## config.mk

```make
export PLATFORM = sky130hd
export DESIGN_NAME = base64_stream_codec
export DESIGN_NICKNAME = d
export VERILOG_FILES = /design/src/rtl/b64sc_pkg.sv /design/src/rtl/b64sc_step.sv /design/src/rtl/b64sc_obuf.sv /design/src/rtl/base64_stream_codec.sv
export SDC_FILE = /design/constraint.sdc
export NUM_CORES = 1
export LEC_CHECK = 0
export BUFFER_PORTS_ARGS = -buffer_cell sky130_fd_sc_hd__buf_2
export CORE_UTILIZATION = 45
export DETAILED_ROUTE_END_ITERATION = 7
export PLACE_DENSITY_LB_ADDON = 0.05
export SETUP_SLACK_MARGIN = 0.15
export SLEW_MARGIN = 20
export SYNTH_ARGS = -nofsm -noshare
export SYNTH_HDL_FRONTEND = slang
export SYNTH_SLANG_ARGS = --single-unit
```

## constraint.sdc

```tcl
create_clock -name clk_i -period 5.9 [get_ports clk_i]
set_input_delay 0.59 -clock clk_i [delete_from_list [all_inputs] [get_ports clk_i]]
set_output_delay 0.59 -clock clk_i [all_outputs]
set_load 0.01 [all_outputs]
```

## src/rtl/b64sc_pkg.sv

```systemverilog
// Shared types, constants and character mapping functions for the Base64 stream codec.
package b64sc_pkg;

  localparam int unsigned MaxResults = 4;
  localparam logic [7:0] PadChar = 8'h3D;
  localparam logic [7:0] PlusChar = 8'h2B;
  localparam logic [7:0] SlashChar = 8'h2F;

  typedef enum logic {
    DirEncode = 1'b0,
    DirDecode = 1'b1
  } dir_e;

  typedef struct packed {
    logic [23:0] group_bits;
    logic [1:0]  group_position;
    logic [1:0]  pad_seen;
    logic        discard_to_end;
  } state_t;

  typedef struct packed {
    logic [7:0] out_byte;
    logic       out_last;
    logic       out_error;
  } res_t;

  typedef struct packed {
    res_t [MaxResults-1:0] res;
    logic [2:0]            count;
  } batch_t;

  // sextet to alphabet character
  function automatic logic [7:0] enc_char(input logic [5:0] s);
    logic [7:0] w;
    w = {2'b00, s};
    if (s < 6'd26) begin
      enc_char = 8'h41 + w;
    end else if (s < 6'd52) begin
      enc_char = w + 8'd71;
    end else if (s < 6'd62) begin
      enc_char = w - 8'd4;
    end else if (s == 6'd62) begin
      enc_char = PlusChar;
    end else begin
      enc_char = SlashChar;
    end
  endfunction

  // alphabet character to sextet; bit 6 set flags a character outside the alphabet
  function automatic logic [6:0] sextet_of(input logic [7:0] c);
    logic [7:0] v;
    v = 8'd0;
    if (c >= 8'h41 && c <= 8'h5A) begin
      v = c - 8'h41;
    end else if (c >= 8'h61 && c <= 8'h7A) begin
      v = c - 8'd71;
    end else if (c >= 8'h30 && c <= 8'h39) begin
      v = c + 8'd4;
    end else if (c == PlusChar) begin
      v = 8'd62;
    end else if (c == SlashChar) begin
      v = 8'd63;
    end else begin
      v = 8'h40;
    end
    sextet_of = v[6:0];
  endfunction

endpackage

```

## src/rtl/b64sc_step.sv

```systemverilog
// Per-item encode/decode step: next message state and the batch of results.
module b64sc_step import b64sc_pkg::*; (
  input  dir_e       direction_i,
  input  state_t     state_i,
  input  logic [7:0] byte_i,
  input  logic       last_i,
  output state_t     state_o,
  output batch_t     batch_o
);

  logic [1:0]  pos;
  logic [23:0] enc_g;
  logic        is_pad;
  logic [6:0]  sx_raw;
  logic [5:0]  sx;
  logic        dec_err;
  logic [1:0]  pad_n;
  logic [23:0] sx_w;
  logic [23:0] dec_g;
  logic [2:0]  cnt;

  always_comb begin
    pos     = state_i.group_position;
    state_o = state_i;
    batch_o = '0;
    enc_g   = state_i.group_bits;
    is_pad  = (byte_i == PadChar);
    sx_raw  = sextet_of(byte_i);
    sx      = is_pad ? 6'd0 : sx_raw[5:0];
    pad_n   = state_i.pad_seen + {1'b0, is_pad};
    sx_w    = {18'd0, sx};
    dec_g   = state_i.group_bits;
    cnt     = 3'd3;

    if (is_pad) begin
      dec_err = (pos < 2'd2) || (pos == 2'd2 && last_i) || (pos == 2'd3 && !last_i);
    end else begin
      dec_err = sx_raw[6] || (state_i.pad_seen != 2'd0) || (pos != 2'd3 && last_i);
    end

    unique case (direction_i)
      DirEncode: begin
        case (pos)
          2'd0: begin
            enc_g = {byte_i, 16'd0};
            batch_o.res[0].out_byte = enc_char(enc_g[23:18]);
            batch_o.count = 3'd1;
            if (last_i) begin
              batch_o.res[1].out_byte = enc_char(enc_g[17:12]);
              batch_o.res[2].out_byte = PadChar;
              batch_o.res[3].out_byte = PadChar;
              batch_o.res[3].out_last = 1'b1;
              batch_o.count = 3'd4;
            end
            state_o.group_position = 2'd1;
          end
          2'd1: begin
            enc_g[15:8] = byte_i;
            batch_o.res[0].out_byte = enc_char(enc_g[17:12]);
            batch_o.count = 3'd1;
            if (last_i) begin
              batch_o.res[1].out_byte = enc_char(enc_g[11:6]);
              batch_o.res[2].out_byte = PadChar;
              batch_o.res[2].out_last = 1'b1;
              batch_o.count = 3'd3;
            end
            state_o.group_position = 2'd2;
          end
          default: begin
            enc_g[7:0] = byte_i;
            batch_o.res[0].out_byte = enc_char(enc_g[11:6]);
            batch_o.res[1].out_byte = enc_char(enc_g[5:0]);
            batch_o.res[1].out_last = last_i;
            batch_o.count = 3'd2;
            state_o.group_position = 2'd0;
          end
        endcase
        state_o.group_bits = enc_g;
        if (last_i) begin
          state_o = '0;
        end
      end
      DirDecode: begin
        if (state_i.discard_to_end) begin
          if (last_i) begin
            state_o = '0;
          end
        end else if (dec_err) begin
          state_o = '0;
          state_o.discard_to_end = !last_i;
          batch_o.res[0].out_last  = 1'b1;
          batch_o.res[0].out_error = 1'b1;
          batch_o.count = 3'd1;
        end else begin
          case (pos)
            2'd0:    dec_g = state_i.group_bits | (sx_w << 18);
            2'd1:    dec_g = state_i.group_bits | (sx_w << 12);
            2'd2:    dec_g = state_i.group_bits | (sx_w << 6);
            default: dec_g = state_i.group_bits | sx_w;
          endcase
          if (pos != 2'd3) begin
            state_o.group_bits     = dec_g;
            state_o.group_position = pos + 2'd1;
            state_o.pad_seen       = pad_n;
          end else begin
            case (pad_n)
              2'd0:    cnt = 3'd3;
              2'd1:    cnt = 3'd2;
              default: cnt = 3'd1;
            endcase
            batch_o.res[0].out_byte = dec_g[23:16];
            batch_o.res[1].out_byte = dec_g[15:8];
            batch_o.res[2].out_byte = dec_g[7:0];
            batch_o.res[0].out_last = last_i && (cnt == 3'd1);
            batch_o.res[1].out_last = last_i && (cnt == 3'd2);
            batch_o.res[2].out_last = last_i && (cnt == 3'd3);
            batch_o.count = cnt;
            state_o = '0;
          end
        end
      end
      default: ;
    endcase
  end

endmodule

```

## src/rtl/b64sc_obuf.sv

```systemverilog
// Result register: holds one item's batch of results and hands them out one per cycle while the receiver is ready.
module b64sc_obuf import b64sc_pkg::*; (
  input  logic       clk_i,
  input  logic       rst_ni,
  input  logic       load_i,
  input  batch_t     batch_i,
  output logic       can_load_o,
  output logic       out_valid_o,
  input  logic       out_ready_i,
  output logic [7:0] out_byte_o,
  output logic       out_last_o,
  output logic       out_error_o
);

  res_t [MaxResults-1:0] entries_q;
  logic [2:0]            cnt_q;
  logic [1:0]            idx_q;
  logic                  fire;
  res_t                  head;

  assign out_valid_o = (cnt_q != 3'd0);
  assign fire        = out_valid_o && out_ready_i;
  assign can_load_o  = (cnt_q == 3'd0) || (cnt_q == 3'd1 && out_ready_i);
  assign head        = entries_q[idx_q];
  assign out_byte_o  = head.out_byte;
  assign out_last_o  = head.out_last;
  assign out_error_o = head.out_error;

  always_ff @(posedge clk_i or negedge rst_ni) begin
    if (!rst_ni) begin
      cnt_q <= 3'd0;
      idx_q <= 2'd0;
    end else if (load_i) begin
      cnt_q <= batch_i.count;
      idx_q <= 2'd0;
    end else if (fire) begin
      cnt_q <= cnt_q - 3'd1;
      idx_q <= idx_q + 2'd1;
    end
  end

  always_ff @(posedge clk_i) begin
    if (load_i) begin
      entries_q <= batch_i.res;
    end
  end

  a_cnt_range: assert property (@(posedge clk_i) disable iff (!rst_ni)
    cnt_q <= 3'd4)
    else $error("result count out of range");

  a_load_safe: assert property (@(posedge clk_i) disable iff (!rst_ni)
    load_i |-> (cnt_q == 3'd0 || (cnt_q == 3'd1 && out_ready_i)))
    else $error("batch loaded over pending results");

  a_err_form: assert property (@(posedge clk_i) disable iff (!rst_ni)
    (out_valid_o && out_error_o) |-> (out_last_o && out_byte_o == 8'd0))
    else $error("error result malformed");

  a_idx_step: assert property (@(posedge clk_i) disable iff (!rst_ni)
    (fire && !load_i && cnt_q > 3'd1) |=> (idx_q == $past(idx_q) + 2'd1))
    else $error("result index did not advance");

endmodule

```

## src/rtl/base64_stream_codec.sv

```systemverilog
// Top level of the Base64 stream codec: input register, message state, result register.
// Each request goes from the input register, as a batch, into the result register.
// One request per cycle while each gives at most one result and the receiver is ready; a
// request with more holds the single result register until all are taken (encode averages
// four characters per three bytes). Reset clears message state and selects encode.
module base64_stream_codec import b64sc_pkg::*; (
  input  logic       clk_i,
  input  logic       rst_ni,
  input  logic       cfg_valid_i,
  output logic       cfg_ready_o,
  input  logic       cfg_direction_i,
  input  logic       in_valid_i,
  output logic       in_ready_o,
  input  logic [7:0] in_byte_i,
  input  logic       in_last_i,
  output logic       out_valid_o,
  input  logic       out_ready_i,
  output logic [7:0] out_byte_o,
  output logic       out_last_o,
  output logic       out_error_o
);

  dir_e       direction_q;
  state_t     state_q;
  state_t     state_d;
  logic       in_valid_q;
  logic [7:0] in_byte_q;
  logic       in_last_q;
  logic       can_load;
  logic       load;
  logic       cfg_fire;
  batch_t     batch;

  assign cfg_ready_o = 1'b1;
  assign cfg_fire    = cfg_valid_i;
  assign load        = in_valid_q && can_load;
  assign in_ready_o  = !in_valid_q || load;

  b64sc_step u_step (
    .direction_i (direction_q),
    .state_i     (state_q),
    .byte_i      (in_byte_q),
    .last_i      (in_last_q),
    .state_o     (state_d),
    .batch_o     (batch)
  );

  b64sc_obuf u_obuf (
    .clk_i       (clk_i),
    .rst_ni      (rst_ni),
    .load_i      (load),
    .batch_i     (batch),
    .can_load_o  (can_load),
    .out_valid_o (out_valid_o),
    .out_ready_i (out_ready_i),
    .out_byte_o  (out_byte_o),
    .out_last_o  (out_last_o),
    .out_error_o (out_error_o)
  );

  always_ff @(posedge clk_i or negedge rst_ni) begin
    if (!rst_ni) begin
      direction_q <= DirEncode;
      state_q     <= '0;
      in_valid_q  <= 1'b0;
    end else begin
      if (cfg_fire) begin
        direction_q <= dir_e'(cfg_direction_i);
        state_q     <= '0;
      end else if (load) begin
        state_q <= state_d;
      end
      if (in_ready_o) begin
        in_valid_q <= in_valid_i;
      end
    end
  end

  always_ff @(posedge clk_i) begin
    if (in_valid_i && in_ready_o) begin
      in_byte_q <= in_byte_i;
      in_last_q <= in_last_i;
    end
  end

endmodule

```

Yosys cells after proc, flatten, opt, wreduce, memory -nomap -nowiden
Index checks and enable logic that the tools add are counted.
{"block": "classes", "n_reduce_logical": 37, "muxes": 83, "addsub": 25, "n_eq_ne": 22, "order_cmp": 26, "bitwise": 6}
{"operator": "8-bit two-way mux", "count": 22}
{"operator": "29-bit two-way mux", "count": 6}
{"operator": "8-bit one-hot mux with 2 select lines", "count": 6}
{"operator": "6-bit less-than comparator, second input constant", "count": 12}
{"operator": "24-bit one-hot mux with 3 select lines", "count": 1}
{"operator": "9-bit two-way mux", "count": 7}
{"operator": "29-bit one-hot mux with 2 select lines", "count": 1}
{"operator": "6-bit by 7-bit adder with 8-bit output, second input constant", "count": 6}
{"operator": "7-bit by 6-bit adder with 8-bit output, first input constant", "count": 6}
{"operator": "3-bit two-way mux", "count": 14}
{"operator": "7-bit two-way mux", "count": 6}
{"operator": "6-bit by 3-bit subtractor with 7-bit output, second input constant", "count": 6}
{"operator": "6-bit by 5-bit less-than comparator with 1-bit output, second input constant", "count": 6}
{"operator": "9-bit one-hot mux with 2 select lines", "count": 2}
{"operator": "6-bit equality test, second input constant", "count": 5}
{"operator": "28-bit two-way mux", "count": 1}
{"operator": "8-bit by 6-bit equality test with 1-bit output, second input constant", "count": 3}
{"operator": "24-bit by 12-bit bitwise OR with 24-bit output", "count": 1}
{"operator": "24-bit by 18-bit bitwise OR with 24-bit output", "count": 1}
{"operator": "24-bit bitwise OR", "count": 1}
{"operator": "24-bit by 6-bit bitwise OR with 24-bit output", "count": 1}
{"operator": "10-bit binary-select mux with 2-bit select", "count": 1}
{"operator": "8-bit by 7-bit >= comparator with 1-bit output, second input constant", "count": 2}
{"operator": "8-bit by 7-bit <= comparator with 1-bit output, second input constant", "count": 2}
{"operator": "36 further kinds", "count": 80}
{"block": "totals", "output_inout_bits": 13, "elab_cells": 220, "input_bits": 15, "reg_bits": 82}

Depth between registers and ports, before layout
{"block": "logic_depth", "word_depth": 19, "ltp_mapped": 12, "mapped_depth_nobuf": 10}

Modules after synthesis
Synthesis repeated with hierarchy kept, for this count alone.
{"block": "hier_totals", "hier_cells": 859, "area_unflattened_um2": 7703.6}
{"mod": "b64sc_step", "area_each_um2": 3941.3, "seq_area_each_um2": 0.0, "cells_each": 619, "instances": 1}
{"mod": "base64_stream_codec", "area_each_um2": 1989.4, "seq_area_each_um2": 1046.0, "cells_each": 151, "instances": 1}
{"mod": "b64sc_obuf", "area_each_um2": 1773.0, "seq_area_each_um2": 1326.3, "cells_each": 89, "instances": 1}

Worst setup path after synthesis
No wires, ideal clock.
{"block": "synth_path", "kind": "register to register", "from": "register in_byte_q[0]", "to": "register u_obuf.entries_q[14] in the netlist's numbering, data pin", "path_stages_with_launch": 13, "slack_ps": 3125, "t_arrival_ps": 2498, "period_less_slack_ps": 2775, "path_cell_list": "edfxtp_1 buf_2 inv_1 ha_1 buf_4 and2b_1 o21ai_2 a311o_2 a22oi_2 a211oi_4 o211ai_2 buf_6 o22ai_2"}
{"element": "start, declared", "line": "base64_stream_codec.sv:27", "text": "logic [7:0] in_byte_q;"}
{"element": "start signal, assigned", "line": "base64_stream_codec.sv:81", "text": "in_byte_q <= in_byte_i;"}
{"element": "end signal, assigned", "line": "b64sc_obuf.sv:44", "text": "entries_q <= batch_i.res;"}
{"element": "end, declared", "line": "b64sc_obuf.sv:15", "text": "res_t [MaxResults-1:0] entries_q;"}

==> results.yml <==
synth:
  yosys.cell_types.count: 87
  yosys-top-cells-area: "sky130_fd_sc_hd__edfxtp_1 (17%), sky130_fd_sc_hd__dfrtp_1 (13%), sky130_fd_sc_hd__ha_1 (6.5%)"
  synth_async_sr_flop_share_pct: 48.6
  avgSynthCellArea_um2: 8.52
  syn-instance-count: 788
  synth_edf_count: 38
  post-synth-top-area-fraction_pct: 17.0
  ys.flop_type: "sky130_fd_sc_hd__edfxtp_1"
  post_synth_instance_area_um2: 6720
  seq_area_frac_synth_pct: 30.4
  synth_seq_cells: 74
  postSynthNetCount: 838
  synth.yosys.warnings: 0
  largest_area_contributor_in_the_synthesized_netlist: "sky130_fd_sc_hd__edfxtp_1"
  yosys.cell_count.top_type: "sky130_fd_sc_hd__nand2_1"
  synth_commonest_cells: "sky130_fd_sc_hd__nand2_1 (61), sky130_fd_sc_hd__o21ai_0 (59), sky130_fd_sc_hd__a21oi_1 (50)"
power_and_ir_drop:
  power_per_cell_area_nw_per_um2: 452
  power_leakage_nw: 2.66
  total_power_mw: 3.24
  ir_drop_worst_case_vdd_uv: 241
finish:
  postLayoutCoreUtil_pct: 49.3
  final_nets: 823
  area_growth_pct: 6.74
  ff_latch_area_um2: 2040
  multi_input_area_um2: 4240
  diodes: 0
  fraction_of_final_layout_cells_with_drive_strength_greater_than_1_pct: 12.2
  filler_cell_count: 1437
  layout.cell_area.non_filler_um2: 7170
  final_cell_count_no_fill: 962
place:
  gpl_wtd_cong: 0.936
  port-buffer-count: 26
  post-place-ws_ns: 1.94
  dpl.hpwl_um: 16800
  cells_after_dpl: 946
  detailed_place.area_um2: 6880
setup_path:
  crit_type: "reg2reg"
  worst-r2r-setup-slack_ns: 1.84
  crit_fanout: 24
  cp-end-kind: "flip-flop"
  timing.reg2reg.worst_path_depth: 9
  r2r-start: "in_byte_q[5]"
  endpoint_of_the_most_critical_register_to_register_path: "u_obuf.entries_q[17]"
  critPathLaunchType: "flip-flop"
  worst_ep_required_time_ns: 6.08
  timing.critical_path.arrival_ns: 4.24
routing:
  route.vias.total: 6624
  drt_iter0_markers: 929
  drt_pass1_iterations: 6
  met3_length_um: 1670
  number_of_vias_per_cell_after_detailed_routing: 6.89
  detail_route.wirelength.met1_um: 10700
  routed_wl_um: 23600
  met2WireLength_um: 10200
  drc: 0
  top_layer: "met4"
  detail_route.wl_per_cell_um: 24.5
  antenna_violation_net_count_after_detailed_routing: 0
clock_network:
  htree_num_levels: 3
  clockBufferDepth: 2
  post_cts.resized_instances: 0
  clkSlewWorstSetupHoldPaths_ns: 0.06
  cts_inserted_buffers: 9
  tritoncts: "done"
  tritoncts_num_sinks: 74
  cts_root_buf: "sky130_fd_sc_hd__clkbuf_16"
  post-cts-setup-buffer-count: 0
  insertion_delay_ns: 0.35
  cts_hold_buf: 0
floorplan:
  die-height_um: 124
  dieWidth_um: 124
  die_area_um2: 15400
  initial_core_util_pct: 46.2
  number_of_primary_i_o_pins: 28
  fp-row-count: 44
  core_um2: 14500
grt:
  grt_max_degree: 37
  overflow: 0
  all_layer_gr_usage_pct: 31.8
  grt_first_pass_wirelength_um: 36200
  antenna_found_initial: 0
  grt_pass1_vias: 6077
sta:
  slew-limit-headroom_pct: 24.8
  layout_setup_ws_ns: 1.84
  tightestPinTransition_ns: 1.12
  grt_setup_unrepaired: "no"
  timing.fmax_mhz: 246
  finClkSkew_ns: 0.00524
  hold_violations: 0
  fin_worst_hold_slack_ns: 0.365
  timing.final.max_slew_violations: 0
  report.final.setup_viol: 0
  fin_crit_ns: 4.06
  final_cycle_share_pct: 68.8
  fin_tns_setup_ns: 0
min_path:
  timing.hold.worst.class: "in2async"
status:
  outcome: "finished, final reports clean"
job:
  cap_viol_max_count: 0
==> cells by family (layout without fill, tap and decap cells) <==
group / count (synthesis) / count (layout) / synth area share, %
mux: 13 / 13 / 3.09
compound gates: 316 / 316 / 33.6
xor+xnor: 21 / 21 / 2.74
flops: 74 / 74 / 30.4
other cells: 1 / 1 / 0.0558
buf+inv: 102 / 92 / 6.48
simple gates: 226 / 226 / 17.1
fa+ha+maj: 35 / 35 / 6.52
==> routing by layer <==
layer | global-route usage (%) | vias up
met5 | 0 | -
met4 | 14.2 | 0
met3 | 4.62 | 66
met2 | 46.9 | 347
met1 | 45.7 | 3222
li1 | - | 2989
==> registers in the layout, indices dropped and copies added (netlist names) <==
name,flops
direction_q,1
in_byte_q,8
in_last_q,1
in_valid_q,1
state_q,29
u_obuf.cnt_q,3
u_obuf.entries_q,29
u_obuf.idx_q,2
==> power by group <==
| part | internal, mW | switching [mW] | total [mW] |
|---|---|---|---|
| registers | 0.732 | 0.141 | 0.872 |
| clock network | 0.324 | 0.234 | 0.557 |
| logic | 0.610 | 1.20 | 1.81 |
==> worst max-delay path by stage <==
stage,to,slack (ns),cells past startpoint,startpoint
4_1_cts,u_obuf.entries_q[17],1.93,9,in_byte_q[5]
3_3_place_gp,u_obuf.entries_q[17],1.92,10,in_byte_q[1]
2_1_floorplan,u_obuf.entries_q[14],3.13,12,in_byte_q[0]
5_1_grt,u_obuf.entries_q[17],1.70,9,in_byte_q[5]
3_5_place_dp,u_obuf.entries_q[7],1.94,9,in_byte_q[5]
6_report,u_obuf.entries_q[17],1.84,9,in_byte_q[5]
==> area by class of cell <==
| type | instances | share of cell area, % |
|---|---|---|
| multi-input cells | 612 | 59.1 |
| repair buffers | 39 | 3.18 |
| clock inverters | 3 | 0.279 |
| flip-flops and latches | 74 | 28.5 |
| inverters | 37 | 1.94 |
| clock buffers | 13 | 3.79 |
| well taps | 184 | 3.21 |
==> layout by cell type, fill, tap and decap left out, drive strengths merged, types with 35 or more instances in the layout <==
cell type / synthesis / final
inv: 37 / 39
o21ai: 72 / 72
a22oi: 35 / 35
ha: 35 / 35
nand2: 61 / 61
buf: 30 / 39
edfxtp: 38 / 38
dfrtp: 36 / 36
a21oi: 53 / 53
nor2: 42 / 42
==> worst max-delay path, cell delays in order (launching register included) <==
cell and delay (ns):
sky130_fd_sc_hd__edfxtp_1 0.94, sky130_fd_sc_hd__inv_1 0.38, sky130_fd_sc_hd__ha_1 0.32, sky130_fd_sc_hd__a21oi_2 0.55, sky130_fd_sc_hd__a21o_2 0.33, sky130_fd_sc_hd__a22oi_2 0.13, sky130_fd_sc_hd__a211oi_4 0.60, sky130_fd_sc_hd__o211ai_2 0.12
sky130_fd_sc_hd__buf_4 0.25, sky130_fd_sc_hd__o2bb2ai_1 0.24
(Power assumes the default switching activity.)
